<file path="config.mk">
export PLATFORM = sky130hd
export DESIGN_NAME = och_mul
export DESIGN_NICKNAME = d
export VERILOG_FILES = /design/src/rtl/assert_macros.svh /design/src/rtl/och_pkg.sv /design/src/rtl/och_mul.sv
export SDC_FILE = /design/constraint.sdc
export NUM_CORES = 2
export LEC_CHECK = 0
export CAP_MARGIN = 20
export CORE_UTILIZATION = 40
export DETAILED_ROUTE_END_ITERATION = 10
export DONT_BUFFER_PORTS = 1
export PLACE_DENSITY = 0.54
export SLEW_MARGIN = 0
export SYNTH_ARGS = -nofsm -noshare
export SYNTH_HDL_FRONTEND = slang
export SYNTH_SLANG_ARGS = --single-unit
</file>
<file path="constraint.sdc">
create_clock -name clk_i -period 13 [get_ports clk_i]
set_clock_uncertainty 0.15 [all_clocks]
set_input_delay 1.3 -clock clk_i [delete_from_list [all_inputs] [get_ports clk_i]]
set_output_delay 1.3 -clock clk_i [all_outputs]
set_load 0.05 [all_outputs]
</file>
<file path="src/rtl/assert_macros.svh">
// Assertion helpers included by the histogram unit.
`ifndef ASSERT_MACROS_SVH
`define ASSERT_MACROS_SVH

// Property checked at every rising clock edge outside reset.
`define ASSERT_CLKED(lbl, prop, msg) \
  lbl: assert property (@(posedge clk_i) disable iff (!rst_ni) (prop)) else $error(msg);

// Condition that must never hold outside reset.
`define ASSERT_NEVER(lbl, cond, msg) \
  `ASSERT_CLKED(lbl, !(cond), msg)

`endif

</file>
<file path="src/rtl/och_pkg.sv">
`default_nettype none
package och_pkg;

  // Particle store.
  localparam int MAX_PARTICLES = 256;
  localparam int PART_AW       = $clog2(MAX_PARTICLES);
  localparam int PART_CW       = PART_AW + 1;
  localparam int PART_W        = 120;

  // Histogram store.
  localparam int MAX_BINS  = 64;
  localparam int BIN_AW    = 6;
  localparam int BINS_W    = 7;
  localparam int CNT_W     = 32;
  localparam int SUM_W     = 48;
  localparam int BIN_REC_W = CNT_W + SUM_W;
  localparam int MEAN_W    = 31;

  // Operation codes carried in the input tuser.
  localparam logic [1:0] OP_LOAD   = 2'd0;
  localparam logic [1:0] OP_FRAME  = 2'd1;
  localparam logic [1:0] OP_REPORT = 2'd2;
  localparam logic [1:0] OP_UNUSED = 2'd3;

  // Configuration register indexes.
  localparam logic [1:0] CFG_BOX_X    = 2'd0;
  localparam logic [1:0] CFG_BOX_YZ   = 2'd1;
  localparam logic [1:0] CFG_BIN_W    = 2'd2;
  localparam logic [1:0] CFG_BINS_USE = 2'd3;

  // Request to the iterative divider.
  typedef struct packed {
    logic               start;
    logic [SUM_W-1:0]   dividend;
    logic [CNT_W-1:0]   divisor;
  } och_div_req_t;

endpackage
`default_nettype wire

</file>
<file path="src/rtl/och_mul.sv">
`default_nettype none
module och_mul
  import och_pkg::*;
(
  input  wire                clk_i,
  input  wire signed [32:0]  a_i,
  input  wire signed [32:0]  b_i,
  output logic signed [65:0] p_o
);

  // Shared signed multiplier with the product registered.
  always_ff @(posedge clk_i) begin
    p_o <= a_i * b_i;
  end

endmodule
`default_nettype wire

</file>
# Word-level counts from Yosys, hierarchy flattened
# Cells that the tools add are included.
[totals] regBits=66 in_bits=67
[op_classes] n_mul=1
[ops] op="$mul A33 B33 Y66" count=1

# Longest topological paths before layout
[logic_depth] depth_word=1 mapped_depth=27 ltp_nobuf=26

# Worst setup path before layout
# No wires, ideal clock.
[synth_path] kind="input port to flip-flop" start="in a_i[32]" end="reg p_o[62]" setup_ps=79 arrival_time_ps=8457 required_ps=12771 setup_slack_ps=4314 cell_stages=23 path_cell_list="clkbuf_1 > nand2_1 > inv_1 > fa_1 > fa_1 > fa_1 > fa_1 > fa_1 > fa_1 > fa_1 > inv_1 > fa_1 > inv_1 > ha_1 > clkbuf_1 > and3_1 > nand3_1 > nand2b_1 > a2111oi_4 > a211oi_4 > a21o_2 > a21o_1 > a211oi_2"
[synth_via] elab_chain_cells=1
[synth_rtl] element="start: declaration" line_no="och_mul.sv:6" source="input wire signed [32:0] a_i,"
[synth_rtl] element="$mul A33 B33 Y66" line_no="och_mul.sv:13" source="p_o <= a_i * b_i;"
[synth_rtl] element="end signal: assignment" line_no="och_mul.sv:13"
[synth_rtl] element="end: declaration" line_no="och_mul.sv:8" source="output logic signed [65:0] p_o"
# Every way passes these cells.

# Final worst setup path
[layout_path] start="in a_i[31]" end="reg p_o[58]"
# The elaborated chain is that of the path after synthesis.

==> flow_metrics.tcl <==
set metrics [dict create \
    start_util_pct 40.56 \
    crit_arrival_ns 9.16 \
    cts_tree "built" \
    synth_cells 4338 \
    slew_viol_final 0 \
    wl_um 115200 \
    vias 27470 \
    die_y_um 321.1 \
    yosysUniqueCellTypes 80 \
    postCtsResizedCells 0 \
    synth-edff-count 0 \
    crit_path_end_kind "register" \
    grt_max_degree 34 \
    hpwl_um 91440 \
    regArea_um2 1321 \
    multi_input_area_um2 34320 \
    finalHoldViolCount 0 \
    synth_area_per_cell_um2 9.390 \
    synth.top_cells.by_count "1145 x fa_1, 1131 x inv_1, 562 x and2_1" \
    cts-root-buf "clkbuf_16" \
    finalNetCount 5562 \
    routed_via_density 4.997 \
    cp.required_ns 13.14 \
    yosysWarnings 0 \
    cts_setup_buffers 0 \
    drc 0 \
    drive_gt1_share_pct 1.402 \
    areaGrowthSynthToFinish_pct 2.915 \
    core_um2 100400 \
    ctsHoldBuffers 0 \
    yosysSeqAreaShare_pct 3.244 \
    fmax_ghz 0.1109 \
    start_kind "primary input" \
    drt_iter0_drc 1434 \
    grt_pass1_wl_um 184000 \
    largest_register_ffs 66 \
    worst_pin_slew_ns 1.033 \
    ys.flop_type "dfxtp_1" \
    antenna_found_initial 6 \
    yosysMostFrequentCell "fa_1" \
    worst_slew_margin_rel_pct 31.06 \
    synth_top_area_share_pct 56.27 \
    grt_pass1_vias 30580 \
    first_pass_iters 6 \
    postRouteAntennaNets 0 \
    status "completed" \
    placed_area_um2 41620 \
    fin_crit_sh_pct 69.38 \
    final.min_clock_period_ns 9.020 \
    yosys-top-cells-area "fa_1 56%, inv_1 10%, and2_1 8.6%" \
    syn_nets 5767 \
    fp.dieW_um 321.1 \
    place_ws_ns 3.574 \
    synth_area_um2 40730 \
    synth_largest_area_cell "fa_1" \
    port_buffers 0 \
    overflow 0 \
    cp_max_fo 33 \
    min_path_type "primary input to register" \
    finalSetupTns_ns 0 \
    cts.path.max_buffers 2 \
    pin_count 133 \
    cts_sinks 66 \
    synth-seq-cells 66 \
    crit_type "primary input to register" \
    post_drt_wl_per_cell_um 20.96 \
    finalSetupViolations 0 \
    maxCapViolCount 0 \
    gp_congestion 0.8771 \
    die_area_um2 103100 \
    top_regs "p_o x66" \
    numCtsBuffers 9 \
    max_flop_register "p_o" \
    ctsHtreeMaxLevel 3 \
    clk_pin_slew_ns 0.08 \
    grt_use_total_pct 23.82 \
    rows 116 \
    fillers 10150 \
    rsz0062_at_grt "no" \
    stdcell_area_um2 41920 \
    async_flop_share_pct 0 \
    layout_setup_ws_ns 3.980 \
]
==> final cells by class <==
class	instances	share of cell area [%]
antenna	3	0.01791
clock buffer	9	0.5372
clock inverter	7	0.1671
inverter	1131	10.13
multi-input combinational	2920	81.86
sequential	66	3.152
tap	1357	4.050
timing repair buffer	5	0.08954
==> critical path, stage by stage <==
cell and delay (ns):
and2_1 0.19, fa_1 0.56, inv_1 0.06, fa_1 0.54
inv_1 0.06, fa_1 0.49, inv_1 0.06, fa_1 0.53
inv_1 0.06, fa_1 0.49, fa_1 0.52, fa_1 0.49
inv_1 0.05, fa_1 0.47, inv_1 0.04, ha_1 0.35
a21oi_1 0.65, o21ai_0 0.60, a22oi_1 0.54, nor2_1 0.14
a211oi_4 0.45, a21oi_2 0.14, nor4b_2 0.26, a311oi_1 0.07
==> logic make-up (layout without fill, tap and decap cells) <==
group,Yosys count,after routing,synth area share (%)
flip-flops,66,66,3.244
AO/OA/AOI/OAI,219,219,4.067
buffers and inverters,1352,1152,12.51
adder cells (fa/ha/maj),1362,1362,62.94
XOR/XNOR,68,68,1.462
other,0,3,0
AND/OR/NAND/NOR,1271,1271,15.78
==> per-stage QoR <==
stage               hold WS, ns  cells  util, %
floorplan                 1.277   4338        -
global placement          1.278   5478    41.43
detailed placement        1.280   5479    41.44
CTS                      0.8312   5495    41.73
global route             0.8441   5495    41.73
finish                   0.8519   5498    41.74
==> placed cells by master (no fill, tap or decap), types with 7 or more instances in the layout <==
cell,instances
a21o_1,36
o21bai_1,11
fa_1,1145
ha_1,217
and2_1,562
nand2_1,551
nand2b_1,12
inv_1,1131
nand4_1,11
xor2_1,25
o21ai_0,25
a31oi_1,8
xnor2_1,43
nor3_1,7
a211oi_1,7
clkbuf_16,9
nor2_1,68
a21oi_1,57
nand3_1,25
dfxtp_1,66
==> final timing paths <==
| path | startpoint | end | slack (ns) | depth (start not counted) |
|---|---|---|---|---|
| setup / recovery | a_i[31] | p_o[58]$_DFF_P_ | 3.98 | 24 |
| hold / removal | b_i[0] | p_o[0]$_DFF_P_ | 0.85 | 1 |
==> layer usage <==
| metal | vias to the layer above | track usage (%) | wire, um |
|---|---|---|---|
| met2 | 721 | 40.50 | 57460 |
| met3 | 128 | 3.589 | 6950 |
| li1 | 11920 | - | - |
| met4 | 0 | 6.984 | 3276 |
| met5 | - | 0 | 0 |
| met1 | 14710 | 31.42 | 47540 |
Power is left out: the tool's default activity adds up to more than one toggle a clock period on the data nets, which glitch-free logic cannot reach.
