==> config.mk <==
export PLATFORM = sky130hd
export DESIGN_NAME = och_div
export DESIGN_NICKNAME = d
export VERILOG_FILES = /design/src/rtl/assert_macros.svh /design/src/rtl/och_pkg.sv /design/src/rtl/och_div.sv
export SDC_FILE = /design/constraint.sdc
export NUM_CORES = 1
export LEC_CHECK = 0
export BUFFER_PORTS_ARGS = -buffer_cell sky130_fd_sc_hd__buf_2
export CORE_MARGIN = 10
export CORE_UTILIZATION = 45
export DETAILED_ROUTE_END_ITERATION = 7
export GPL_TIMING_DRIVEN = 0
export PLACE_DENSITY = 0.68
export SLEW_MARGIN = 20
export SYNTH_ARGS = -nofsm -noshare
export SYNTH_HDL_FRONTEND = slang
export SYNTH_SLANG_ARGS = --single-unit
==> constraint.sdc <==
create_clock -name clk_i -period 3 [get_ports clk_i]
set_input_delay 0.15 -clock clk_i [delete_from_list [all_inputs] [get_ports clk_i]]
set_output_delay 0.15 -clock clk_i [all_outputs]
set_load 0.01 [all_outputs]
==> src/rtl/assert_macros.svh <==
// Assertion helpers included by the histogram unit.
`ifndef ASSERT_MACROS_SVH
`define ASSERT_MACROS_SVH

// Property checked at every rising clock edge outside reset.
`define ASSERT_CLKED(lbl, prop, msg) \
  lbl: assert property (@(posedge clk_i) disable iff (!rst_ni) (prop)) else $error(msg);

// Condition that must never hold outside reset.
`define ASSERT_NEVER(lbl, cond, msg) \
  `ASSERT_CLKED(lbl, !(cond), msg)

`endif

==> src/rtl/och_pkg.sv <==
`default_nettype none
package och_pkg;

  // Particle store.
  localparam int MAX_PARTICLES = 256;
  localparam int PART_AW       = $clog2(MAX_PARTICLES);
  localparam int PART_CW       = PART_AW + 1;
  localparam int PART_W        = 120;

  // Histogram store.
  localparam int MAX_BINS  = 64;
  localparam int BIN_AW    = 6;
  localparam int BINS_W    = 7;
  localparam int CNT_W     = 32;
  localparam int SUM_W     = 48;
  localparam int BIN_REC_W = CNT_W + SUM_W;
  localparam int MEAN_W    = 31;

  // Operation codes carried in the input tuser.
  localparam logic [1:0] OP_LOAD   = 2'd0;
  localparam logic [1:0] OP_FRAME  = 2'd1;
  localparam logic [1:0] OP_REPORT = 2'd2;
  localparam logic [1:0] OP_UNUSED = 2'd3;

  // Configuration register indexes.
  localparam logic [1:0] CFG_BOX_X    = 2'd0;
  localparam logic [1:0] CFG_BOX_YZ   = 2'd1;
  localparam logic [1:0] CFG_BIN_W    = 2'd2;
  localparam logic [1:0] CFG_BINS_USE = 2'd3;

  // Request to the iterative divider.
  typedef struct packed {
    logic               start;
    logic [SUM_W-1:0]   dividend;
    logic [CNT_W-1:0]   divisor;
  } och_div_req_t;

endpackage
`default_nettype wire

==> src/rtl/och_div.sv <==
`default_nettype none
module och_div
  import och_pkg::*;
(
  input  wire                clk_i,
  input  wire                rst_ni,
  input  och_div_req_t       req_i,
  output logic               busy_o,
  output logic [SUM_W-1:0]   quo_o
);

  logic [CNT_W:0]   rem_q, rem_d;
  logic [SUM_W-1:0] quo_q, quo_d;
  logic [CNT_W-1:0] dvs_q;
  logic [5:0]       step_q;
  logic             busy_q;
  logic [CNT_W:0]   shifted;
  logic             take;

  // One quotient bit a cycle while busy, restoring.
  always_comb begin
    shifted = {rem_q[CNT_W-1:0], quo_q[SUM_W-1]};
    take    = shifted >= {1'b0, dvs_q};
    rem_d   = take ? (shifted - {1'b0, dvs_q}) : shifted;
    quo_d   = {quo_q[SUM_W-2:0], take};
  end

  always_ff @(posedge clk_i or negedge rst_ni) begin
    if (!rst_ni) begin
      busy_q <= 1'b0;
      step_q <= '0;
    end else if (req_i.start) begin
      busy_q <= 1'b1;
      step_q <= 6'(SUM_W);
    end else if (busy_q) begin
      step_q <= step_q - 6'd1;
      if (step_q == 6'd1) begin
        busy_q <= 1'b0;
      end
    end
  end

  always_ff @(posedge clk_i) begin
    if (req_i.start) begin
      rem_q <= '0;
      quo_q <= req_i.dividend;
      dvs_q <= req_i.divisor;
    end else if (busy_q) begin
      rem_q <= rem_d;
      quo_q <= quo_d;
    end
  end

  assign busy_o = busy_q;
  assign quo_o  = quo_q;

endmodule
`default_nettype wire
# --- After elaboration in Yosys (flattened, before gate mapping) ---
# Cells that the tools add are included.
totals:
  wordCells: 18
  in_bits: 83
  regBits: 119
  out_inout_bits: 49
classes:
  mux: 8
  n_reduce_logical: 1
  n_eq_ne: 1
  magnitude_cmp: 1
  addsub: 2
op_table:
  columns: ["cell", "n"]
  rows:
  - ["$mux W48", 2]
  - ["$ge A33 B32 Y1", 1]
  - ["$mux W32", 1]
  - ["$sub A32 B32 Y32", 1]
  - ["$mux W6", 2]
  - ["$eq A6 B1 Y1 const B", 1]
  - ["$sub A6 B1 Y6 const B", 1]
  - ["$mux W1", 3]
  - ["$reduce_bool A2 Y1", 1]

# --- Longest topological paths before layout ---
# Gate-level depths: netlist of run 1.
depth:
  ltp_word: 4
  depth_mapped: 13
  ltp_nobuf: 11

# --- Worst setup path after synthesis of run 1 ---
# Ideal clock, no wire load.
synth_timing:
  kind: "flip-flop to flip-flop"
  startpoint: "register quo_q[47] (netlist: quo_o[47])"
  endpoint: "register rem_q[20]"
  path_slack_ns: 0.473
  t_arrival_ns: 2.393
  path_stages_with_launch: 12
  setup_ns: 0.134
  n_path_buf: 0
  required_time_ns: 2.866
  path_cell_list: "edfxtp_1 inv_1 ha_1 fa_1 nor2b_1 o31a_1 o31ai_2 o21ai_0 a31oi_1 o21ai_0 mux2i_1 a211oi_1"
synth_between:
  elab_chain_len: 2
  elab_cells_between_ends: 3
synth_lines:
  columns: ["item", "line", "text"]
  rows:
  - ["start: declaration", "och_div.sv:13", "logic [SUM_W-1:0] quo_q, quo_d;"]
  - ["start signal: assignment", "och_div.sv:46", "quo_q <= req_i.dividend;"]
  - ["start signal: assignment", "och_div.sv:50", "quo_q <= quo_d;"]
  - ["$sub A32 B32 Y32 or $ge A33 B32 Y1 (tied branches)", "och_div.sv:24, och_div.sv:23", null]
  - ["$mux W32 (*)", "och_div.sv:24", "rem_d = take ? (shifted - {1'b0, dvs_q}) : shifted;"]
  - ["end signal: assignment", "och_div.sv:49", "rem_q <= rem_d;"]
  - ["end: declaration", "och_div.sv:12", "logic [CNT_W:0] rem_q, rem_d;"]
# Every way passes the cells marked *; elsewhere a longest branch is shown, timed or not.
# A chain may end at the register's enable or synchronous reset.

# --- Final worst setup path of run 1 ---
layout_timing:
  startpoint: "register rem_q[13]"
  endpoint: "register rem_q[27]"
layout_between:
  elab_chain_len: 2
  elab_cells_between_ends: 3
layout_lines:
  columns: ["item", "line"]
  rows:
  - ["$sub A32 B32 Y32 or $ge A33 B32 Y1 (tied branches)", "och_div.sv:24, och_div.sv:23"]
  - ["$mux W32 (*)", "och_div.sv:24"]
# Marks and branches as above.

==> results of run 1 <==
==> cell families after synthesis <==
| family | count (synthesis) | synth area share |
|---|---|---|
| mux | 58 | 0.0949 |
| xor+xnor | 20 | 0.0260 |
| fa+ha+maj | 35 | 0.0661 |
| simple gates | 162 | 0.123 |
| buf+inv | 76 | 0.0457 |
| compound gates | 169 | 0.167 |
| flops | 119 | 0.478 |
==> layout by cell type (no fill, tap or decap), drive strengths merged, types with 11 or more instances in the layout <==
master,n
o21ai,28
dfxtp,32
a211oi,22
nand2,37
edfxtp,80
mux2,47
a21o,12
a21oi,54
dlygate4sd3,33
ha,34
xnor2,14
inv,50
buf,142
mux2i,11
nor2,63
clkbuf,37
==> worst max-delay path: stages, from the launching register on <==
cell	delay, ps
dfxtp_1	340
ha_1	380
a21o_1	230
a21o_1	200
a211oi_1	330
o211ai_2	200
a31oi_1	480
o21ai_0	280
nor4b_2	290
a211o_1	120
==> through the flow <==
step / hold WS [ps] / TNS [ps] / instance area (um^2) / setup slack [ps]
after floorplan: -146 / 0 / 6740 / 473
after global placement: -10.5 / -6510 / 7620 / -137
after detailed placement: -6.98 / -11540 / 7620 / -242
after CTS: 12.4 / 0 / 8520 / 62.9
after global routing: 14.0 / -113 / 8570 / -25.3
final: 27.8 / 0 / 8570 / 87.1
==> power groups by stage <==
stage                     clock, mW  sequential, mW  combinational, mW
after global placement            0            1.99              0.596
after detailed placement          0            2.00              0.613
after global routing           2.06            1.98              0.728
after floorplan                   0            2.02              0.352
after CTS                      1.99            1.97              0.651
final                          1.95            1.97              0.657
==> cell usage after synthesis, types with 4 or more instances <==
library cell	n
dfxtp_1	32
o21ai_1	5
nand3b_1	4
nor3_1	6
and3_1	6
edfxtp_1	80
o31ai_1	4
buf_2	9
a21o_1	12
mux2_2	47
nor2b_1	4
dfrtp_1	7
a311oi_1	6
xor2_1	6
nand3_1	4
o21ai_0	23
clkbuf_1	21
inv_1	43
xnor2_1	14
a21oi_1	54
o22ai_1	4
o221ai_1	4
or2_2	4
ha_1	34
mux2i_1	11
o21a_1	8
nand2_1	37
a211oi_1	22
nand4_1	7
nor2_1	63
nand2b_1	6
==> final cells by class <==
type                    instances  area (um^2)
fillers                      1264         6020
repair buffers                164          986
multi-input cells             444         3260
well taps                     184          230
plain buffers                  31          143
clock buffers                  17          425
flip-flops and latches        119         3220
inverters                      44          165
clock inverters                15          143
==> worst paths after layout <==
check / cells past startpoint / startpoint / to
max in group asynchronous: 2 / rst_ni / step_q[5]
worst max register to register: 9 / rem_q[13] / rem_q[27]
worst max-delay path: 9 / rem_q[13] / rem_q[27]
min in group asynchronous: 2 / rst_ni / step_q[3]
worst min-delay path: 2 / req_i[35] / quo_o[3]
worst min register to register: 2 / rem_q[1] / rem_q[1]
==> state kept, by name, summed over array words and instances, names as in the netlist <==
| register | cells |
|---|---|
| rem_q | 32 |
| dvs_q | 32 |
| busy_o | 1 |
| quo_o | 48 |
| step_q | 6 |
==> routing by layer <==
metal	vias up	GRT usage
met2	247	0.295
met1	2716	0.218
met5	-	0
met4	0	0.0761
met3	40	0.0768
li1	2743	-
==> what timing repair did <==
| item | in CTS | in global routing |
|---|---|---|
| pin swaps | 0 | 0 |
| setup buffers | 0 | 0 |
| hold buffers | 33 | 0 |
| resized for setup | 2 | 14 |
| hold endpoints to repair | 39 | 0 |
| setup endpoints to repair | 2 | 31 |
==> impl_metrics.ini, run 1 <==
[pwr]
p_clk_frac = 0.427
switchingPower_mw = 1.22
seqPwrFrac = 0.430
p_comb_frac = 0.144
power_mw = 4.58
p_int_mw = 3.36
p_per_area_mw_per_mm2 = 534
p_leak_nw = 3.78
peakVddDrop_mv = 0.585
swShare = 0.266

[timing]
hold_viol = 0
slew-limit-headroom = 0.440
fmax_ghz = 0.343
fin_crit_ps = 2910
final.setup_skew_ps = 9.27
slew_viol_final = 0
setup_violations = 0
rsz0062_at_grt = yes
worstMarginPinSlew_ps = 839
period_share = 0.971

[synth]
yosysTopAreaCell = edfxtp_1
yosysSeqAreaShare = 0.478
ys_async_sr_fraction = 0.0588
synth_edf_count = 80
ys.flop_type = edfxtp_1
synth.top_cell.area_share = 0.357
yosysWarnings = 0
syn_avg_cell_area_um2 = 10.5
ys_seq_elements = 119
synth_cell_types = 66
netlist_area_mm2 = 0.00674
syn_nets = 757
yosys-top-cells-area = edfxtp_1 (36%), dfxtp_1 (9.5%), mux2_2 (7.9%)
syn_inst = 639

[detailed_routing]
dr.pass1.iters = 5
wl_per_cell_um = 18.2
viasPerCell = 5.64
top_layer = met4
postRouteAntennaNets = 0
wl_met1_um = 7700
drt_iter0_markers = 376
drc = 0
drt-total-wl_um = 18500
routed-wl-met2_um = 8440
dr_wl_met3_um = 1880
vias = 5746

[finish]
syn_to_final_growth_pct = 27.3
nets = 939
antennaDiodeCount = 0
final_util = 0.588
drive_gt1_frac = 0.296
finalNonFillerCells = 1018

[clock_tree]
cts_made_buffers = 17
h-tree-depth = 4
cts_buffer_depth = 2
clock_latency_ps = 420
cts_tree = done
cts_sinks = 119
clk_pin_slew_worst_paths_ps = 70
cts_root_buffer = clkbuf_16

[critical_path]
critPathLaunchType = flip-flop
worst_ep_arrival_time_ps = 3270
required_ps = 3360
crit_type = flip-flop to flip-flop
cp-end-kind = flip-flop
reg2reg_slack_ps = 90
cp_max_fo = 6

[placement]
gp_congestion = 0.939
dp.cells = 954
post-dp-hpwl_um = 13500
port_buffers = 131

[global_routing]
grt_usage = 0.186
overflow = 0
antenna_found_initial = 0
grt_max_degree = 49
grt_pass1_wl_um = 30400
grt_pass1_vias = 5963

[die]
ios = 132
num_rows = 44
core_mm2 = 0.0146
start_util = 0.462
die_w_um = 142
dieArea_mm2 = 0.0203
die_h_um = 142

[outcome]
outcome = finished clean

[hold_path]
hold_class = primary input to flip-flop

[run]
max-cap-violations = 0
No activity file was read; power rests on OpenSTA's default activity.
==> run 2: changes to the inputs <==
- ABC_AREA: unset -> 1
- PLACE_DENSITY: 0.68 -> 0.67
- SETUP_SLACK_MARGIN: unset -> 0.4
==> impl_metrics.ini, run 2 <==
[clock_tree]
cts_resized = 0
cts_root_buffer = clkbuf_16
clock_latency_ps = 430
clk_pin_slew_worst_paths_ps = 60
cts_tree = done
cts_made_buffers = 17
post-cts-setup-buffers = 0
cts_buffer_depth = 2
cts_sinks = 119
h-tree-depth = 4

[synth]
ys.flop_type = edfxtp_1
ys_seq_elements = 119
netlist_area_mm2 = 0.00748
synth.top_cell.area_share = 0.321
syn_nets = 1185
yosys-top-cells-area = edfxtp_1 (32%), nand2_1 (25%), inv_1 (9.1%)
synth_common_cells = nand2_1 (491), inv_1 (181), edfxtp_1 (80)
yosysWarnings = 0
ys_async_sr_fraction = 0.0588
synth_most_common_cell = nand2_1
synth_edf_count = 80
syn_avg_cell_area_um2 = 7.01
yosysTopAreaCell = edfxtp_1
syn_inst = 1067
synth_cell_types = 38
yosysSeqAreaShare = 0.430

[timing]
rsz0062_at_grt = no
fmax_ghz = 0.433
slew_viol_final = 0
fin_crit_ps = 2310
fin_ws_ps = 689
setup_violations = 0
period_share = 0.770
hold_viol = 0
slew-limit-headroom = 0.447
final.setup_skew_ps = 14.0
worstMarginPinSlew_ps = 830

[placement]
port_buffers = 131
dp.cells = 1419
gp_congestion = 0.934
post-dp-hpwl_um = 15100
place_ws_ps = 554

[detailed_routing]
dr.pass1.iters = 5
viasPerCell = 4.69
postRouteAntennaNets = 0
drc = 0
wl_per_cell_um = 13.6
drt_iter0_markers = 373
vias = 7148
drt-total-wl_um = 20800

[die]
num_rows = 47
die_w_um = 149
start_util = 0.454
core_mm2 = 0.0165
dieArea_mm2 = 0.0222
ios = 132
die_h_um = 149

[global_routing]
grt_max_degree = 34
grt_pass1_vias = 7201
overflow = 0
antenna_found_initial = 0
grt_usage = 0.192
grt_pass1_wl_um = 34900

[critical_path]
required_ps = 3310
crit_type = flip-flop to flip-flop
reg2reg_slack_ps = 690
critPathLaunchType = flip-flop
cp-end-kind = flip-flop
cp_max_fo = 10
worst_ep_arrival_time_ps = 2620

[hold_path]
hold_class = primary input to flip-flop

[finish]
syn_to_final_growth_pct = 29.8
final_cell_mix = nand2_1 (491), inv_1 (180), buf_2 (138)
fill_cells = 1563
finalNonFillerCells = 1524
layout_commonest_cell = nand2_1
drive_gt1_frac = 0.146
largest_register_ff_count = 48
antennaDiodeCount = 0
nets = 1409

[pwr]
p_leak_nw = 5.26
power_mw = 4.51
p_per_area_mw_per_mm2 = 464
peakVddDrop_mv = 0.390

[run]
max-cap-violations = 0

[outcome]
outcome = finished clean
-- run 2: changes by cell type in the layout (fill, tap and decap cells not counted), moves of 16 or more --
cell / before / now
a21oi_1: 51 / 23
o21ai_0: 22 / 5
inv_1: 43 / 180
mux2_2: 47 / 0
a211oi_1: 22 / 0
dlygate4sd3_1: 33 / 73
nor2_1: 63 / 47
nand2_1: 37 / 491
nand3_1: 4 / 78
-- run 2: where the power goes --
group          switching (mW)  leakage, nW  internal [mW]
registers              0.0621         1.18           1.88
logic                   0.360         3.82          0.281
clock network           0.771        0.260           1.16
-- run 2: routing by layer --
metal / share of wire / vias to the layer above / global-route usage
met5: 0 / - / 0
met4: 0.020 / 0 / 0.0692
met3: 0.086 / 33 / 0.0680
met2: 0.46 / 251 / 0.313
met1: 0.43 / 3148 / 0.229
li1: - / 3716 / -
-- run 2: area by class of cell --
class	instances	area (um^2)	share of cell area
plain buffers	27	140	0.0144
repair buffers	205	1410	0.145
well taps	220	275	0.0283
multi-input cells	735	3430	0.353
flip-flops and latches	119	3220	0.331
inverters	186	698	0.0719
clock buffers	20	447	0.0460
clock inverters	12	105	0.0108
-- run 2: worst max-delay path, cell delays in order (launching register included) --
cell and delay, ps:
edfxtp_1 320, inv_1 50, ha_1 340, nand2_1 140
nor2_1 360, nand2_1 120, nor2_2 130, nand2_1 90
nand2_2 90, a21oi_4 90, nand2_4 130, buf_6 170
nand2_1 80, nand3_1 70, nand2_1 50
-- run 2: timing repair --
action	4_1_cts	5_1_grt
hold buffers	73	0
endpoints found under the hold margin	79	0
setup endpoints to repair	0	0
-- run 2: cells by family after synthesis --
logic type,synth area share
XOR/XNOR,0.0164
AND/OR/NAND/NOR,0.354
flip-flops,0.430
buffers and inverters,0.112
adder cells (fa/ha/maj),0.0595
AO/OA/AOI/OAI,0.0279
-- run 2: stage by stage --
stage	cell area (um^2)	hold WS, ps	utilization	TNS (ps)
after global routing	9720	16.8	0.590	0
after floorplan	7480	-146	-	0
after detailed placement	8430	-13.3	0.512	0
final	9720	18.1	0.590	0
after CTS	9720	5.40	0.590	0
after global placement	8410	-8.64	0.511	-13760
-- run 2: final timing paths --
path | start | cells past startpoint | endpoint
setup reg to reg | dvs_q[8] | 14 | rem_q[23]
setup / recovery | dvs_q[8] | 14 | rem_q[23]
max in group asynchronous | rst_ni | 2 | step_q[1]
min in group asynchronous | rst_ni | 2 | busy_o
hold / removal | req_i[75] | 3 | quo_o[43]
hold reg to reg | rem_q[29] | 2 | rem_q[29]
