**src/rtl/assert_macros.svh**
```systemverilog
// Assertion helpers included by the histogram unit.
`ifndef ASSERT_MACROS_SVH
`define ASSERT_MACROS_SVH

// Property checked at every rising clock edge outside reset.
`define ASSERT_CLKED(lbl, prop, msg) \
  lbl: assert property (@(posedge clk_i) disable iff (!rst_ni) (prop)) else $error(msg);

// Condition that must never hold outside reset.
`define ASSERT_NEVER(lbl, cond, msg) \
  `ASSERT_CLKED(lbl, !(cond), msg)

`endif

```
**src/rtl/och_ram.sv**
```systemverilog
`default_nettype none
module och_ram #(
  parameter int WIDTH = 8,
  parameter int DEPTH = 16
) (
  input  wire                       clk_i,
  input  wire                       we_i,
  input  wire [$clog2(DEPTH)-1:0]   waddr_i,
  input  wire [WIDTH-1:0]           wdata_i,
  input  wire [$clog2(DEPTH)-1:0]   raddr_i,
  output logic [WIDTH-1:0]          rdata_o
);

  logic [WIDTH-1:0] mem_q [DEPTH];

  // One write port and one registered read port.
  always_ff @(posedge clk_i) begin
    if (we_i) begin
      mem_q[waddr_i] <= wdata_i;
    end
    rdata_o <= mem_q[raddr_i];
  end

endmodule
`default_nettype wire

```
**config.mk**
```make
export PLATFORM = sky130hd
export DESIGN_NAME = och_ram
export DESIGN_NICKNAME = d
export VERILOG_FILES = /design/src/rtl/assert_macros.svh /design/src/rtl/och_ram.sv
export SDC_FILE = /design/constraint.sdc
export NUM_CORES = 1
export LEC_CHECK = 0
export ABC_AREA = 1
export ABC_CLOCK_PERIOD_IN_PS = 3700
export BUFFER_PORTS_ARGS = -buffer_cell sky130_fd_sc_hd__buf_2
export CAP_MARGIN = 20
export CORE_MARGIN = 4
export CORE_UTILIZATION = 40
export CTS_BUF_LIST = sky130_fd_sc_hd__clkbuf_4 sky130_fd_sc_hd__clkbuf_8
export CTS_CLUSTER_DIAMETER = 50
export CTS_CLUSTER_SIZE = 20
export DETAILED_ROUTE_END_ITERATION = 6
export HOLD_SLACK_MARGIN = 0.06
export PLACE_DENSITY = 0.62
export REMOVE_ABC_BUFFERS = 1
export SYNTH_ARGS = -nofsm -noshare
export SYNTH_HDL_FRONTEND = slang
export SYNTH_SLANG_ARGS = --single-unit
```
**constraint.sdc**
```tcl
create_clock -name clk_i -period 3.7 [get_ports clk_i]
set_clock_uncertainty 0.15 [all_clocks]
set_input_delay 0.37 -clock clk_i [delete_from_list [all_inputs] [get_ports clk_i]]
set_output_delay 0.37 -clock clk_i [all_outputs]
set_load 0.02 [all_outputs]
```
## Word level (Yosys, flattened, before mapping)

Memories as Yosys holds them, arrays and structs flattened. A register that Yosys moved wholly into a read port is not among the register bits.
Index checks and enable logic that the tools add are counted.

- Input bits: 18
- Memory bits (writable): 128
- Word-level logic and storage cells: 3
- Memories kept: 1
- Output and inout port bits: 8
- Register bits after elaboration: 0

Memory list:

| memory | depth | bits a word | read ports | clocked after Yosys merged registers in | write ports | RTL line | RTL |
|---|---|---|---|---|---|---|---|
| mem_q | 16 | 8 | 1 | 1 | 1 | och_ram.sv:14 | `logic [WIDTH-1:0] mem_q [DEPTH];` |

- Multiplexer cells: 2

Operators by type and width:

| kind | count |
|---|---|
| 1-bit two-way mux | 2 |

## Depth between registers and ports, before layout

Gate-level depths: netlist of run 1.

- Depth in word-level cells: 2
- Depth in mapped cells: 8
- Gate-level depth less buffers: 7

## Worst setup path before layout of run 1

Ideal clock, no wire load.

- Path kind: input to register
- From: in waddr_i[2]
- To: mem mem_q[10][0], enable pin
- Arrival: 0.951 ns
- Data required time: 3.180 ns
- Path buffers: 0
- Slack: 2.229 ns
- Library setup time: 0.370 ns
- Cell stages on the path: 2
- Cells stage by stage: nand3b_1 > nor2_1

RTL lines:

| item | RTL line | RTL |
|---|---|---|
| start, declared | och_ram.sv:8 | `input wire [$clog2(DEPTH)-1:0] waddr_i,` |
| end, declared | och_ram.sv:14 |  |

No word-level cell before the write port.

==> flow_metrics.py, run 1 <==
metrics = {
    "run_status": {
        "status": "complete, no violations",
    },
    "setup_path": {
        "timing.rr.end": "rdata_o[4]",
        "cp-start-kind": "primary input",
        "worstPathArrival_ns": 2.02,
        "r2r_cells": 6,
        "cp-endpoint": "rdata_o[4]",
        "crit_path_end_kind": "register",
        "r2r_start": "mem_q[1][4]",
        "crit_fanout": 33,
        "critPathLaunch": "raddr_i[1]",
        "rrSetupSlack_ns": 2.48,
        "required_ns": 3.87,
        "crit_type": "primary input to register",
    },
    "sta": {
        "relSlewSlack_pct": 43.4,
        "fmax_ghz": 0.540,
        "setup_ws_ns": 1.85,
        "rsz0062_at_grt": "no",
        "setup_viol": 0,
        "final.min_clock_period_ns": 1.85,
        "worstMarginPinSlew_ns": 0.845,
        "fin_crit_sh_pct": 50.1,
        "setup_tns_ns": 0,
        "slew_violations": 0,
        "hold_violations": 0,
    },
    "synth": {
        "synth_cell_types": 12,
        "seq_area_frac_synth_pct": 69.4,
        "ys_ff_latch": 136,
        "syn_area_um2": 5770,
        "ys_warn_count": 0,
        "synthCells": 551,
        "syn_area_per_cell_um2": 10.5,
    },
    "finish": {
        "n_antenna_cell": 0,
        "nets": 591,
        "drive_gt1_share_pct": 9.74,
        "final_common_cell": "nand2_1",
        "final_cells": 765,
        "final_cell_mix": "nand2_1, edfxtp_1, inv_1, nand3_1, buf_2",
        "area_delta_synth_final_pct": 10.3,
        "fillers": 1322,
    },
    "floorplanning": {
        "die_h_um": 128,
        "initial_core_util_pct": 41.2,
        "core-area_um2": 14000,
        "dieArea_um2": 16400,
        "fp.dieW_um": 128,
        "rows": 43,
        "io_pins": 26,
    },
    "cts": {
        "clkSinkCount": 136,
        "cts_max_level": 4,
        "clkSlewWorstSetupHoldPaths_ns": 0.07,
        "ctsHoldBuffers": 0,
        "cts_tree": "built",
        "clock-root-buffer": "clkbuf_8",
        "postCtsSetupBuffers": 0,
        "cts-buffers-inserted": 17,
        "clk_latency_ns": 0.44,
        "cts_resized": 0,
        "clockBufferDepth": 2,
    },
    "pwr": {
        "p_leak_nw": 2.73,
        "power_w": 0.00314,
        "irDropWorstVdd_mv": 0.242,
        "power.density_nw_per_um2": 493,
    },
    "job": {
        "drv_cap": 0,
    },
    "route": {
        "drtIter0Drc": 380,
        "routedWlPerCell_um": 16.7,
        "vias_per_cell": 4.86,
        "vias": 3721,
        "routed_wl_mm": 12.8,
        "final_antenna_net_count": 0,
        "drt_pre_antenna_iters": 5,
        "drc_errors": 0,
    },
    "placed_design": {
        "post-place-cells": 733,
        "port_buffers": 25,
        "place_congestion": 0.806,
        "place_ws_ns": 1.44,
        "dp_hpwl_mm": 7.69,
    },
    "grt": {
        "grt_first_pass_wirelength_mm": 19.9,
        "grt_overflow": 0,
        "antenna_found_initial": 0,
        "grt_max_degree": 65,
        "grt_pass1_vias": 3714,
        "gr-usage-all-layers_pct": 16.5,
    },
    "hold_path": {
        "hold_path_class": "primary input to register",
    },
}
## worst min path at each step
stage,from,to,slack (ns),cells after the start
5_1_grt,raddr_i[3],rdata_o[3],0.15,3
6_report,raddr_i[3],rdata_o[3],0.16,3
3_5_place_dp,mem_q[10][3],rdata_o[3],0.50,6
2_1_floorplan,wdata_i[0],mem_q[0][0],0.32,0
4_1_cts,raddr_i[3],rdata_o[3],0.14,3
3_3_place_gp,mem_q[10][3],rdata_o[3],0.50,6
## cell families after synthesis
kind of cell | Yosys count | share of synthesized area [%]
buffers and inverters | 126 | 9.52
and+or+nand+nor | 289 | 21.0
DFF | 136 | 69.4
## layout make-up
cell class,count,area (um2),area share (%)
sequential,136,4000,62.9
timing repair buffer,27,153,2.40
clock inverter,12,134,2.10
multi-input combinational,289,1210,19.1
clock buffer,19,249,3.91
tap,180,225,3.54
inverter,102,383,6.02
## routing by layer
metal	global-route usage (%)	part of all wire [%]	wire length, um	vias up
li1	-	-	-	1814
met1	20.1	41	5280	1763
met2	27.4	49	6240	120
met3	4.17	6.8	869	24
met4	7.87	3.0	377	0
met5	0	0	0	-
## report_power, final
part | internal (W) | switching [W] | leakage [nW] | total, W
registers | 0.00172 | 0.0000114 | 1.22 | 0.00173
clock network | 0.000663 | 0.000531 | 0.198 | 0.00119
logic | 0.0000557 | 0.000155 | 1.31 | 0.000211
total | 0.00244 | 0.000698 | 2.73 | 0.00314
## cell usage after synthesis (all sizes together)
cell	number	share of area, %
nand3b	2	0.26
nor2	17	1.1
nand3	97	8.4
inv	102	6.6
edfxtp	128	67
dfxtp	8	2.8
buf	24	2.9
nand2	173	11
## per-stage QoR
step / instance area (um2) / util [%] / hold slack, ns
after floorplan: 5600 / - / 0.319
after CTS: 6340 / 45.3 / 0.137
final: 6360 / 45.5 / 0.155
after global placement: 5960 / 42.6 / 0.498
after global routing: 6360 / 45.5 / 0.153
after detailed placement: 5960 / 42.6 / 0.496
## critical path, stage by stage
cell,delay (ns)
buf_2,0.55
inv_2,0.48
nand3_1,0.24
nand3_1,0.10
nand3_1,0.15
nand2_1,0.11
## flip-flops by register name, indices dropped and copies added (netlist names)
register,flops
mem_q,128
rdata_o,8
(Power assumes the default switching activity.)
==> run 2: changes to the inputs <==
--- a/config.mk
+++ b/config.mk
@@ -5,8 +5,8 @@
 export SDC_FILE = /design/constraint.sdc
 export NUM_CORES = 1
 export LEC_CHECK = 0
-export ABC_AREA = 1
-export ABC_CLOCK_PERIOD_IN_PS = 3700
+export ABC_AREA = 0
+export ABC_CLOCK_PERIOD_IN_PS = 1650
 export BUFFER_PORTS_ARGS = -buffer_cell sky130_fd_sc_hd__buf_2
 export CAP_MARGIN = 20
 export CORE_MARGIN = 4
@@ -16,7 +16,7 @@
 export CTS_CLUSTER_SIZE = 20
 export DETAILED_ROUTE_END_ITERATION = 6
 export HOLD_SLACK_MARGIN = 0.06
-export PLACE_DENSITY = 0.62
+export PLACE_DENSITY = 0.64
 export REMOVE_ABC_BUFFERS = 1
 export SYNTH_ARGS = -nofsm -noshare
 export SYNTH_HDL_FRONTEND = slang
==> constraint.sdc (replaced) <==
create_clock -name clk_i -period 1.65 [get_ports clk_i]
set_clock_uncertainty 0.15 [all_clocks]
set_input_delay 0.165 -clock clk_i [delete_from_list [all_inputs] [get_ports clk_i]]
set_output_delay 0.165 -clock clk_i [all_outputs]
set_load 0.02 [all_outputs]
==> run 2 against run 1 <==
Compared with the run above:
- synthesized area shrank 11%
- final area shrank 3.6%
- highest routed layer unchanged
- largest power group unchanged
- clock power grew 140%
- clock-buffer cell count is the same
- first-iteration DRC count shrank 56%
- worst hold slack lost 0.012 ns
- critical endpoint is now rdata_o[0]
==> flow_metrics.py, run 2 <==
metrics = {
    "setup_path": {
        "worstPathArrival_ns": 1.67,
        "critPathLaunch": "mem_q[2][0]",
        "crit_path_top_delay_cell": "mux4_1",
        "worstPathCellList": "mux4_1, a22oi_1, nand2_1",
        "crit_path_end_kind": "register",
        "cp-start-kind": "register",
        "cpPeakStageDelay_ns": 0.50,
        "critPathBufInv": 0,
        "crit_fanout": 1,
        "crit_type": "register to register",
        "crit_family": "multiplexers",
        "required_ns": 1.81,
        "r2r_start": "mem_q[2][0]",
    },
    "synth": {
        "synth.most_common_cell": "edfxtp_1",
        "syn_area_per_cell_um2": 22.5,
        "yosys.area.top_type": "edfxtp_1",
        "ys_warn_count": 0,
        "syn_area_um2": 5150,
        "ys_async_sr_fraction_pct": 0,
        "synth_top_area_share_pct": 74.7,
        "synthCells": 229,
        "ys.flop_type": "edfxtp_1",
        "seq_area_frac_synth_pct": 77.8,
        "synth_top_cells_by_area": "edfxtp_1, mux4_2, mux4_1",
        "synth_common_cells": "edfxtp_1, mux4_2, a22oi_1, mux4_1, nor2_1",
        "synth_edf_count": 128,
        "synth_cell_types": 19,
        "ys_ff_latch": 136,
    },
    "route": {
        "vias_per_cell": 5.00,
        "drtIter0Drc": 169,
        "final_antenna_net_count": 0,
        "vias": 2398,
        "routed_wl_mm": 9.76,
        "drt_pre_antenna_iters": 4,
        "routedWlPerCell_um": 20.3,
        "drc_errors": 0,
    },
    "grt": {
        "grt_first_pass_wirelength_mm": 15.1,
        "grt_max_degree": 18,
        "gr-usage-all-layers_pct": 14.5,
        "grt_overflow": 0,
        "antenna_found_initial": 0,
        "grt_pass1_vias": 2531,
    },
    "finish": {
        "largest_register_ffs": 128,
        "top_register": "mem_q",
        "final_common_cell": "edfxtp_1",
        "n_antenna_cell": 0,
        "nets": 313,
        "area_delta_synth_final_pct": 19.1,
        "reg_top3": "mem_q x128, rdata_o x8",
        "final_cell_mix": "edfxtp_1, buf_2, buf_4, mux4_2, clkbuf_8",
        "drive_gt1_share_pct": 32.5,
        "stdcell_area_um2": 6130,
    },
    "pwr": {
        "p_leak_nw": 2.07,
        "power_w": 0.00709,
        "irDropWorstVdd_mv": 0.483,
        "power.density_nw_per_um2": 1160,
    },
    "placed_design": {
        "dpl-instance-area_um2": 5630,
        "place_congestion": 0.774,
        "dp_hpwl_mm": 6.05,
        "place_ws_ns": -0.104,
        "port_buffers": 25,
    },
    "sta": {
        "final.min_clock_period_ns": 1.51,
        "relSlewSlack_pct": 44.2,
        "rsz0062_at_grt": "no",
        "whs_ns": 0.143,
        "setup_ws_ns": 0.137,
        "hold_violations": 0,
        "fin_crit_sh_pct": 91.7,
        "setup_tns_ns": 0,
        "worstMarginPinSlew_ns": 0.834,
        "setup_viol": 0,
        "slew_violations": 0,
        "fmax_ghz": 0.661,
    },
    "cts": {
        "clk_latency_ns": 0.42,
        "clkSinkCount": 136,
        "postCtsSetupBuffers": 0,
        "clkSlewWorstSetupHoldPaths_ns": 0.08,
        "cts-buffers-inserted": 17,
        "cts_max_level": 4,
        "clock-root-buffer": "clkbuf_8",
        "clockBufferDepth": 2,
        "cts_tree": "built",
    },
    "run_status": {
        "status": "complete, no violations",
    },
    "floorplanning": {
        "die_h_um": 121,
        "rows": 41,
        "fp.dieW_um": 121,
        "core-area_um2": 12600,
        "initial_core_util_pct": 40.8,
        "dieArea_um2": 14700,
        "io_pins": 26,
    },
    "job": {
        "drv_cap": 0,
    },
    "hold_path": {
        "hold_path.startpoint": "raddr_i[1]",
        "hold_path_class": "primary input to register",
    },
}
[run 2: cell types whose count changed after synthesis, sizes merged, moves of 3 or more]
cell / previous run / this run
a22oi: 0 / 16
buf: 24 / 7
clkdlybuf4s25: 0 / 3
inv: 102 / 0
mux4: 0 / 32
nand2: 173 / 9
nand3: 97 / 1
nor2: 17 / 13
nor3: 0 / 4
[run 2: path summary, 6_finish.rpt]
check | endpoint | cells after the start | slack, ns
max | rdata_o[0] | 3 | 0.14
min | rdata_o[4] | 4 | 0.14
max reg2reg | rdata_o[0] | 3 | 0.14
min reg2reg | rdata_o[3] | 3 | 0.53
[run 2: final cells by class]
cell class,instances,area (um2)
multi-input combinational,83,1060
clock inverter,13,171
timing repair buffer,57,435
clock buffer,19,249
fill,1046,6490
sequential,136,4000
tap,172,215
[run 2: power breakdown]
part / internal, W / leakage (nW) / switching [W]
Clock: 0.00155 / 0.196 / 0.00126
Combinational: 0.000182 / 0.647 / 0.000226
Sequential: 0.00386 / 1.22 / 0.0000210
[run 2: worst min-delay path, delay by kind of cell]
kind                   cells  cell delay (ns)
AOI/OAI and AO/OA          1             0.07
buffers and inverters      1             0.15
muxes                      1             0.23
and+or+nand+nor            1             0.06
[run 2: kinds of logic after synthesis]
kind of cell           after synthesis  synth area share, %
multiplexers                        32                 15.0
AND/OR/NAND/NOR                     35                 3.18
AO/OA/AOI/OAI                       16                 2.33
flip-flops                         136                 77.8
buffers and inverters               10                 1.68
[run 2: what timing repair did]
item / 4_1_cts / 5_1_grt
hold buffers: 8 / 0
hold endpoints to repair: 128 / 0
gates resized for setup: 0 / 0
[run 2: stage by stage]
step | std cells | util [%]
after floorplan | 219 | -
after global placement | 440 | 44.6
after detailed placement | 440 | 44.6
after CTS | 480 | 48.6
after global routing | 480 | 48.6
final | 480 | 48.6
[run 2: per-layer routing]
| metal | vias up | wire length [um] | share of wire, % | GRT usage [%] |
|---|---|---|---|---|
| met5 | - | 0 | 0 | 0 |
| met4 | 0 | 141 | 1.4 | 5.88 |
| met3 | 11 | 367 | 3.8 | 3.40 |
| met2 | 60 | 4990 | 51 | 24.0 |
| met1 | 1223 | 4260 | 44 | 18.5 |
| li1 | 1104 | - | - | - |
==> run 3: changes to the inputs <==
--- a/config.mk
+++ b/config.mk
@@ -10,13 +10,13 @@
 export BUFFER_PORTS_ARGS = -buffer_cell sky130_fd_sc_hd__buf_2
 export CAP_MARGIN = 20
 export CORE_MARGIN = 4
-export CORE_UTILIZATION = 40
+export CORE_UTILIZATION = 42
 export CTS_BUF_LIST = sky130_fd_sc_hd__clkbuf_4 sky130_fd_sc_hd__clkbuf_8
 export CTS_CLUSTER_DIAMETER = 50
 export CTS_CLUSTER_SIZE = 20
 export DETAILED_ROUTE_END_ITERATION = 6
 export HOLD_SLACK_MARGIN = 0.06
-export PLACE_DENSITY = 0.64
+export PLACE_DENSITY_LB_ADDON = 0.12
 export REMOVE_ABC_BUFFERS = 1
 export SYNTH_ARGS = -nofsm -noshare
 export SYNTH_HDL_FRONTEND = slang
==> run 3 against run 2 <==
Compared with the run above:
- fmax shrank 1.1%
- highest routed layer unchanged
- routed wire length grew 4.1%
- clock-buffer cell count shrank 2
==> flow_metrics.py, run 3 (same netlist as run 2, synthesis figures left out) <==
metrics = {
    "sta": {
        "fmax_ghz": 0.654,
        "rsz0062_at_grt": "no",
        "slew_violations": 0,
        "setup_tns_ns": 0,
        "worstMarginPinSlew_ns": 0.777,
        "fin_crit_sh_pct": 92.7,
        "final.min_clock_period_ns": 1.53,
        "setup_viol": 0,
        "relSlewSlack_pct": 48.1,
        "hold_violations": 0,
    },
    "cts": {
        "clkSlewWorstSetupHoldPaths_ns": 0.07,
        "clock-root-buffer": "clkbuf_8",
        "cts_tree": "built",
        "cts-buffers-inserted": 17,
        "clkSinkCount": 136,
        "clk_latency_ns": 0.43,
        "clockBufferDepth": 2,
        "postCtsSetupBuffers": 0,
        "cts_max_level": 4,
    },
    "setup_path": {
        "r2r_start": "mem_q[1][1]",
        "r2r_cells": 3,
        "timing.rr.end": "rdata_o[1]",
        "crit_path_end_kind": "register",
        "rrSetupSlack_ns": 0.12,
        "required_ns": 1.81,
        "crit_fanout": 1,
        "crit_type": "register to register",
        "cp-start-kind": "register",
        "critPathLaunch": "mem_q[1][1]",
        "worstPathArrival_ns": 1.69,
    },
    "route": {
        "drt_pre_antenna_iters": 4,
        "vias_per_cell": 5.33,
        "final_antenna_net_count": 0,
        "vias": 2427,
        "routed_wl_mm": 10.2,
        "routedWlPerCell_um": 22.3,
        "drc_errors": 0,
        "drtIter0Drc": 123,
    },
    "finish": {
        "nets": 313,
        "top_register": "mem_q",
        "area_delta_synth_final_pct": 18.6,
        "final_common_cell": "edfxtp_1",
        "n_antenna_cell": 0,
        "final_cell_mix": "edfxtp_1, buf_2, buf_4, mux4_2, clkbuf_8",
        "stdcell_area_um2": 6110,
        "reg_top3": "mem_q x128, rdata_o x8",
        "drive_gt1_share_pct": 32.5,
        "largest_register_ffs": 128,
        "fillers": 980,
    },
    "grt": {
        "grt_first_pass_wirelength_mm": 15.6,
        "grt_overflow": 0,
        "grt_max_degree": 20,
        "grt_pass1_vias": 2530,
        "gr-usage-all-layers_pct": 15.7,
        "antenna_found_initial": 0,
    },
    "hold_path": {
        "hold_path.startpoint": "waddr_i[0]",
        "holdPathEnd": "mem_q[0][1]",
        "min_delay_path_depth": 3,
        "hold_path_class": "primary input to register",
    },
    "placed_design": {
        "dp_hpwl_mm": 6.47,
        "place_congestion": 0.710,
        "dpl-instance-area_um2": 5590,
        "port_buffers": 25,
    },
    "floorplanning": {
        "dieArea_um2": 14100,
        "core-area_um2": 12000,
        "die_h_um": 119,
        "initial_core_util_pct": 42.9,
        "fp.dieW_um": 119,
        "io_pins": 26,
        "rows": 40,
    },
    "run_status": {
        "status": "complete, no violations",
    },
    "pwr": {
        "p_leak_nw": 2.07,
        "irDropWorstVdd_mv": 0.420,
        "power.density_nw_per_um2": 1180,
    },
    "job": {
        "drv_cap": 0,
    },
}
[run 3: timing repair]
action	4_1_cts	5_1_grt
resized for setup	0	0
endpoints found under the hold margin	128	0
hold buffers	8	0
setup endpoints to repair	0	0
[run 3: stage by stage]
| step | cells | setup slack, ns | utilization (%) | power [W] | hold WS (ns) |
|---|---|---|---|---|---|
| floorplan | 219 | -0.158 | - | 0.00413 | 0.114 |
| global placement | 415 | -0.128 | 46.5 | 0.00436 | 0.409 |
| detailed placement | 415 | -0.159 | 46.5 | 0.00437 | 0.418 |
| CTS | 455 | 0.108 | 50.8 | 0.00730 | 0.112 |
| global route | 455 | 0.0264 | 50.8 | 0.00751 | 0.131 |
| finish | 455 | 0.121 | 50.8 | 0.00721 | 0.155 |
[run 3: final cells by class]
cell class                      count  area, um2  share of cell area (%)
Sequential cell                   136       4000                    65.6
Clock inverter                     15        204                    3.34
Clock buffer                       17        234                    3.83
Timing Repair Buffer               57        423                    6.93
Tap cell                          147        184                    3.01
Multi-Input combinational cell     83       1060                    17.3
[run 3: power by group]
group          switching [W]  internal (W)  total (W)
logic               0.000227      0.000178   0.000405
clock network        0.00127       0.00165    0.00292
registers          0.0000267       0.00386    0.00388
total                0.00152       0.00568    0.00721
[run 3: worst max path at each step]
stage                   to  cells after the start
2_1_floorplan  mem_q[0][0]                      2
3_3_place_gp    rdata_o[1]                      5
3_5_place_dp    rdata_o[5]                      6
4_1_cts         rdata_o[1]                      3
5_1_grt         rdata_o[1]                      3
6_report        rdata_o[1]                      3
[run 3: per-layer routing]
layer  vias to the layer above  track usage (%)  wire length [um]
met3                        11             3.97               369
met4                         0             6.52               121
li1                       1103                -                 -
met1                      1264             21.4              4690
met5                         -                0                 0
met2                        49             24.3              4980
[run 3: critical path: stages, from the launching register on]
cell,delay (ns)
edfxtp_1,0.37
mux4_1,0.50
a22oi_1,0.30
nand2_1,0.10
